### config.mk
export PLATFORM = sky130hd
export DESIGN_NAME = cke_div_pipe
export DESIGN_NICKNAME = d
export VERILOG_FILES = /design/src/rtl/cke_pkg.sv /design/src/rtl/cke_div_pipe.sv
export SDC_FILE = /design/constraint.sdc
export NUM_CORES = 2
export LEC_CHECK = 0
export BUFFER_PORTS_ARGS = -buffer_cell sky130_fd_sc_hd__buf_2
export CAP_MARGIN = 20
export CELL_PAD_IN_SITES_DETAIL_PLACEMENT = 0
export CELL_PAD_IN_SITES_GLOBAL_PLACEMENT = 2
export CORE_UTILIZATION = 39
export DETAILED_ROUTE_END_ITERATION = 8
export PLACE_DENSITY = 0.77
export SLEW_MARGIN = 20
export SYNTH_ARGS = -nofsm -noshare
export SYNTH_HDL_FRONTEND = slang
export SYNTH_SLANG_ARGS = --single-unit
export TNS_END_PERCENT = 100
### constraint.sdc
create_clock -name clk -period 3.6 [get_ports clk]
set_clock_uncertainty 0.05 [all_clocks]
set_input_delay 0.18 -clock clk [delete_from_list [all_inputs] [get_ports clk]]
set_output_delay 0.18 -clock clk [all_outputs]
set_load 0.02 [all_outputs]
### src/rtl/cke_pkg.sv
// Shared constants, register codes and the exp(-2^e) factor function of the kernel evaluator.
package cke_pkg;

  localparam int ARG_INT_BITS = 5;
  localparam int COORD_BITS = 32;
  localparam int LEN_BITS = 32;
  localparam int CORR_BITS = 17;
  localparam int OUT_FRAC_BITS = 16;
  localparam logic [CORR_BITS-1:0] CORR_ONE = 17'd65536;

  localparam logic [2:0] KT_SEP_GAUSS = 3'd1;
  localparam logic [2:0] KT_ISO_GAUSS = 3'd2;
  localparam logic [2:0] KT_SEP_EXP = 3'd3;
  localparam logic [2:0] KT_ISO_EXP = 3'd4;

  localparam logic [1:0] CFG_KERNEL_TYPE = 2'd0;
  localparam logic [1:0] CFG_LENGTH_X = 2'd1;
  localparam logic [1:0] CFG_LENGTH_Y = 2'd2;

  // Returns exp(-2^e) in Q0.32. Only evaluated at elaboration.
  function automatic logic [31:0] exp_neg_pow2(input int e);
    logic [63:0] sum;
    logic [63:0] term;
    logic [63:0] v;
    int s;
    s = (e < 0) ? -e : 1;
    term = 64'd1 << 62;
    sum = term;
    for (int k = 1; k <= 12; k++) begin
      term = (term >> s) / 64'(k);
      if ((k % 2) == 1) begin
        sum = sum - term;
      end else begin
        sum = sum + term;
      end
    end
    v = (sum + (64'd1 << 29)) >> 30;
    if (e >= 0) begin
      for (int i = 0; i <= e; i++) begin
        v = (v * v + (64'd1 << 31)) >> 32;
      end
    end
    return v[31:0];
  endfunction

endpackage

### src/rtl/cke_div_pipe.sv
// Pipelined restoring divider that forms one saturated axis ratio per cycle while en is high.
module cke_div_pipe #(
  parameter int FRAC_BITS = 16
) (
  input  logic                                           clk,
  input  logic                                           en,
  input  logic [cke_pkg::COORD_BITS-1:0]                 axis_dist,
  input  logic [cke_pkg::LEN_BITS-1:0]                   divisor,
  output logic [FRAC_BITS+cke_pkg::ARG_INT_BITS:0]       ratio
);

  localparam int QW = FRAC_BITS + cke_pkg::ARG_INT_BITS + 1;
  localparam int LW = cke_pkg::LEN_BITS;
  localparam logic [QW-1:0] ARG_MAX = {1'b1, {(QW-1){1'b0}}};

  logic [LW-1:0] rem_r [QW];
  logic [QW-1:0] quo_r [QW];
  logic [5:0]    dlo_r [QW];
  logic          ovf_r [QW];

  for (genvar j = 0; j < QW; j++) begin : g_stage
    localparam int B = QW - 1 - j;
    logic [LW-1:0] rem_i;
    logic [QW-1:0] quo_i;
    logic [5:0]    dlo_i;
    logic          ovf_i;
    logic          bit_i;
    logic [LW:0]   trial;
    logic [LW-1:0] rem_n;
    logic [QW-1:0] quo_n;

    if (j == 0) begin : g_first
      assign rem_i = {6'd0, axis_dist[LW-1:6]};
      assign quo_i = '0;
      assign dlo_i = axis_dist[5:0];
      assign ovf_i = ({6'd0, axis_dist[LW-1:6]} >= divisor);
    end else begin : g_next
      assign rem_i = rem_r[j-1];
      assign quo_i = quo_r[j-1];
      assign dlo_i = dlo_r[j-1];
      assign ovf_i = ovf_r[j-1];
    end

    if (B >= FRAC_BITS) begin : g_bit
      assign bit_i = dlo_i[B-FRAC_BITS];
    end else begin : g_zero
      assign bit_i = 1'b0;
    end

    assign trial = {rem_i, bit_i};

    always_comb begin
      quo_n = quo_i;
      if (trial >= {1'b0, divisor}) begin
        rem_n = LW'(trial - {1'b0, divisor});
        quo_n[B] = 1'b1;
      end else begin
        rem_n = trial[LW-1:0];
      end
    end

    always_ff @(posedge clk) begin
      if (en) begin
        rem_r[j] <= rem_n;
        quo_r[j] <= quo_n;
        dlo_r[j] <= dlo_i;
        ovf_r[j] <= ovf_i;
      end
    end
  end

  assign ratio = (ovf_r[QW-1] || (quo_r[QW-1] > ARG_MAX)) ? ARG_MAX : quo_r[QW-1];

endmodule

# Word level (Yosys, flattened, before mapping)
# Memory sizes are Yosys's and may differ from the RTL's.
# Index checks and enable logic that the tools add are counted.
totals:
  mem_bits_rw: 1342
  inputBits: 66
  output_inout_bits: 22
  elab_cells: 98
  register_bits: 0
  memories: 4
classes:
  n_addsub: 22
  n_reduce_logical: 1
  n_mux: 47
  magnitude_cmp: 24
memory_table:
  columns: ["memory", "depth", "word_bits", "rd", "rd_ports_with_merged_regs", "write_ports", "line_no", "rtl"]
  rows:
  - ["rem_r", 22, 32, 21, 0, 22, "cke_div_pipe.sv:16", "logic [LW-1:0] rem_r [QW];"]
  - ["quo_r", 22, 22, 22, 0, 22, "cke_div_pipe.sv:17", "logic [QW-1:0] quo_r [QW];"]
  - ["dlo_r", 22, 6, 21, 0, 22, "cke_div_pipe.sv:18", "logic [5:0] dlo_r [QW];"]
  - ["ovf_r", 22, 1, 22, 0, 22, "cke_div_pipe.sv:19", "logic ovf_r [QW];"]
op_table:
  columns: ["operator", "n"]
  rows:
  - ["2-to-1 mux 32 bit", 22]
  - [">= comparator 33 x 32 -> 1 bit", 21]
  - ["subtractor 32 bit", 21]
  - [">= comparator 26 x 32 -> 1 bit", 1]
  - [">= comparator 27 x 32 -> 1 bit", 1]
  - ["subtractor 27 x 32 -> 32 bit", 1]
  - ["2-to-1 mux 1 bit", 24]
  - ["> comparator 22 bit (second input constant)", 1]
  - ["2-to-1 mux 22 bit", 1]
  - ["logical OR 1 bit", 1]

# Logic depth before layout (Yosys ltp)
# An unclocked memory read counts as a cell.
logic_depth:
  depth_word: 4
  ltp_mapped: 16
  depth_no_buf: 14

# Worst setup path before layout
# Ideal clock, no wire load.
synth_path:
  kind: "input-to-reg"
  startpoint: "input divisor[1] (netlist name)"
  endpoint: "memory rem_r[0][110] (netlist name), data pin"
  arrival_ns: 3.502
  t_required_ns: 3.290
  path_stages: 14
  slack_ns: -0.212
  setup_time_ns: 0.260
  n_path_buf: 1
  cell_sequence: "inv_1 -> ha_1 -> nor2b_1 -> o31a_1 -> o31ai_2 -> o21ai_0 -> o21ai_1 -> o311ai_1 -> nand2_1 -> o21a_1 -> a21oi_1 -> nor4_4 -> buf_2 -> mux2_2"
synth_rtl:
  columns: ["item", "line_no", "rtl"]
  rows:
  - ["start: declaration", "cke_div_pipe.sv:8", "input logic [cke_pkg::LEN_BITS-1:0] divisor,"]
  - ["end: declaration", "cke_div_pipe.sv:16", null]

==> flow_metrics.env <==
export IMPL_grt_max_degree=131
export IMPL_ys_top_cells_by_area="edfxtp_1 (41%), ha_1 (13%), a21oi_1 (4.9%), xnor2_1 (4.0%), o21ai_0 (3.9%)"
export IMPL_drv_cap=0
export IMPL_start_util_pct=39.2
export IMPL_min_path_type="input port to flip-flop"
export IMPL_final_setup_tns_ns=0
export IMPL_syn_nets=7860
export IMPL_clk_latency_ns=0.78
export IMPL_ioPinCount=88
export IMPL_grt_use_met3_pct=2.41
export IMPL_grt_busiest_layer="met2"
export IMPL_hp_start="axis_dist[4]"
export IMPL_synth_ff_type="edfxtp_1"
export IMPL_place_area_um2=83600
export IMPL_r2r_end="rem_r[1][48]"
export IMPL_syn_avg_cell_area_um2=10.0
export IMPL_antenna_left=0
export IMPL_global_route_usage_met2_pct=44.4
export IMPL_core_area_um2=181000
export IMPL_io_buffers=87
export IMPL_crit_slowest_cell="edfxtp_1"
export IMPL_worstSetupStartpointType="flip-flop"
export IMPL_p_total_uw=85900
export IMPL_htree_num_levels=3
export IMPL_crit_fanout=17
export IMPL_synth_area_um2=70800
export IMPL_cts_max_path_buffers=3
export IMPL_cts_sinks=962
export IMPL_finalNonFillerCells=10800
export IMPL_diodes=0
export IMPL_synthCells=7049
export IMPL_grt_pass1_vias=58400
export IMPL_period_needed_ns=3.55
export IMPL_rsz0062_at_grt="true"
export IMPL_drive_gt1_share_pct=24.2
export IMPL_critPathCaptureType="flip-flop"
export IMPL_crit_top_cell="buf_12"
export IMPL_synth_seq_area_share_pct=40.8
export IMPL_grt_overflow=0
export IMPL_wl_mm=233
export IMPL_max_freq_mhz=282
export IMPL_max_stage_delay_ns=0.47
export IMPL_cts_tree="yes"
export IMPL_die_w_um=428
export IMPL_grt_pass1_wl_mm=349
export IMPL_rrSetupSlack_ns=0.05
export IMPL_worst_endpoint_required_ns=4.07
export IMPL_area_growth_synth_to_final_pct=27.1
export IMPL_antenna_found_initial=6
export IMPL_path_clk_slew_ns=0.06
export IMPL_p_leak_uw=0.0379
export IMPL_synth_distinct_cells=100
export IMPL_die_area_um2=183000
export IMPL_powerDensity_nw_per_um2=954
export IMPL_crit_chain="ha_4 > a21oi_4 > nor4b_4 > o211ai_1 > a41oi_2 > o21ai_2 > a2111oi_4 > nor2_2 > a211o_1 > a211o_2 > buf_12 > buf_12 > nor2_1 > a21oi_1"
export IMPL_hpwlAfterDp_mm=183
export IMPL_vdd_drop_max_mv=0.500
export IMPL_relSlewSlack_pct=42.5
export IMPL_row_count=156
export IMPL_synth_top_area_share_pct=40.8
export IMPL_worst_ep_arrival_time_ns=4.01
export IMPL_synth_edff_count=962
export IMPL_status="finished clean"
export IMPL_reg2reg_depth=14
export IMPL_postLayoutCellArea_um2=90000
export IMPL_worstSetupPathType="flip-flop to flip-flop"
export IMPL_place_gp_congestion=0.938
export IMPL_cts_buffers_inserted=117
export IMPL_cts_root_buf="clkbuf_16"
export IMPL_use_met1_pct=30.5
export IMPL_dp_cells=10500
export IMPL_drc=0
export IMPL_hold_viol=0
export IMPL_ys_ff_latch=962
export IMPL_holdPathEnd="dlo_r[0][4]"
export IMPL_worstHoldPathCells=2
export IMPL_drt_vias_per_instance=5.46
export IMPL_first_iter_violations=3645
export IMPL_track_usage_pct=24.7
export IMPL_die_h_um=428
export IMPL_synth_area_leader_cell="edfxtp_1"
export IMPL_period_share_pct=98.5
export IMPL_drtPass1Iterations=6
export IMPL_final_nets=9164
export IMPL_vias=59100
export IMPL_worst_slew_pin_slew_ns=0.863
export IMPL_reg2reg_from="rem_r[1][6]"
export IMPL_finalSetupViolCount=0
export IMPL_whs_ns=0.0786
export IMPL_drv_slew=0
export IMPL_synthArstFlopShare_pct=0
export IMPL_wl_per_cell_um=21.6
export IMPL_yosysWarnings=0
==> layout make-up <==
cell class              count  area (µm²)
clock buffers             125        2980
multi-input cells        5673       41400
fillers                 16700       90600
repair buffers           1394       11500
inverters                 205         811
flip-flops and latches    962       28900
clock inverters            98        1430
well taps                2370        2970
==> metrics by stage <==
stage | utilization [%] | setup WS, ns
after floorplan | - | -0.0116
after global placement | 46.3 | -0.399
after detailed placement | 46.3 | -0.456
after CTS | 49.1 | -0.0339
after global routing | 49.8 | -0.133
final | 49.8 | 0.0526
==> how the worst max path moves through the flow <==
stage                       start             to  slack [ns]  cells after the start
floorplan              divisor[1]  rem_r[0][120]       -0.01                     14
global placement       divisor[1]  rem_r[2][128]       -0.40                     18
detailed placement     divisor[1]  rem_r[2][128]       -0.46                     18
CTS                 rem_r[1][198]  rem_r[1][255]       -0.03                     14
global route        rem_r[1][196]  rem_r[1][255]       -0.13                     14
finish                rem_r[1][6]   rem_r[1][48]        0.05                     14
==> cells by family (layout without fill, tap and decap cells) <==
family	count (synthesis)	in the layout	share of synthesized area, %
muxes	244	244	3.90
buffers and inverters	414	1822	2.41
DFF	962	962	40.8
AOI/OAI and AO/OA	2278	2278	20.2
adders and majority gates	745	745	13.4
and+or+nand+nor	1854	1854	12.4
xor gates and xnor gates	552	552	6.83
==> metal layers <==
layer | part of all wire, % | vias to the layer above
li1 | - | 29300
met1 | 43 | 28300
met2 | 50 | 1092
met3 | 3.2 | 373
met4 | 4.2 | 2
met5 | 0.0043 | -
==> Yosys cell counts (32+ instances only) <==
cell,instances
a211oi_1,47
a21o_1,362
a21oi_1,696
a31oi_1,70
and2_1,51
and3_1,55
clkbuf_1,146
edfxtp_1,962
ha_1,724
inv_1,203
mux2_2,217
nand2_1,590
nand2b_1,122
nand3_1,134
nand4_1,106
nor2_1,473
nor2b_1,106
nor3_1,87
nor4_1,32
o21a_1,98
o21ai_0,552
o21bai_1,85
o31ai_1,42
xnor2_1,320
xor2_1,232
==> critical path, delay by kind of cell (launching register included) <==
kind,cells,cell delay (ns)
adder cells (fa/ha/maj),1,0.27
AO/OA/AOI/OAI,8,1.78
AND/OR/NAND/NOR,3,0.38
buffers and inverters,2,0.33
flip-flops,1,0.47
==> placed cells by master (no fill, tap or decap), drive strengths merged, types with 30 or more instances in the layout <==
cell type | synthesis | layout
a211oi | 47 | 47
a21o | 362 | 362
a21oi | 700 | 700
a31oi | 71 | 71
and2 | 53 | 53
and3 | 55 | 55
buf | 62 | 1350
bufinv | 0 | 32
clkbuf | 147 | 131
clkinv | 0 | 38
clkinvlp | 0 | 30
dlygate4sd3 | 0 | 37
edfxtp | 962 | 962
ha | 724 | 724
inv | 205 | 203
mux2 | 230 | 230
nand2 | 590 | 590
nand2b | 122 | 122
nand3 | 134 | 134
nand4 | 106 | 106
nor2 | 473 | 473
nor2b | 106 | 106
nor3 | 87 | 87
nor4 | 34 | 34
o211ai | 31 | 31
o21a | 98 | 98
o21ai | 577 | 577
o21bai | 85 | 85
o31ai | 46 | 46
xnor2 | 320 | 320
xor2 | 232 | 232
==> sequential cells by signal, summed over array words and instances, names as in the netlist <==
| register | cells |
|---|---|
| rem_r | 672 |
| quo_r | 253 |
| ovf_r | 22 |
| dlo_r | 15 |
==> timing repair <==
| item | in CTS | in global routing |
|---|---|---|
| endpoints found under the hold margin | 70 | 0 |
| hold buffers | 37 | 0 |
| gates resized for setup | 35 | 160 |
| setup buffers | 14 | 44 |
| endpoints found under the setup margin | 155 | 483 |
| pin swaps | 14 | 58 |
| cloned | 2 | 5 |
==> power breakdown <==
group	leakage, µW	total (µW)	internal (µW)	switching [µW]
registers	0.00940	22500	19000	3500
logic	0.0264	49800	24700	25200
clock network	0.00210	13600	8320	5230
total	0.0379	85900	52000	33900
No activity file was read; power rests on OpenSTA's default activity.
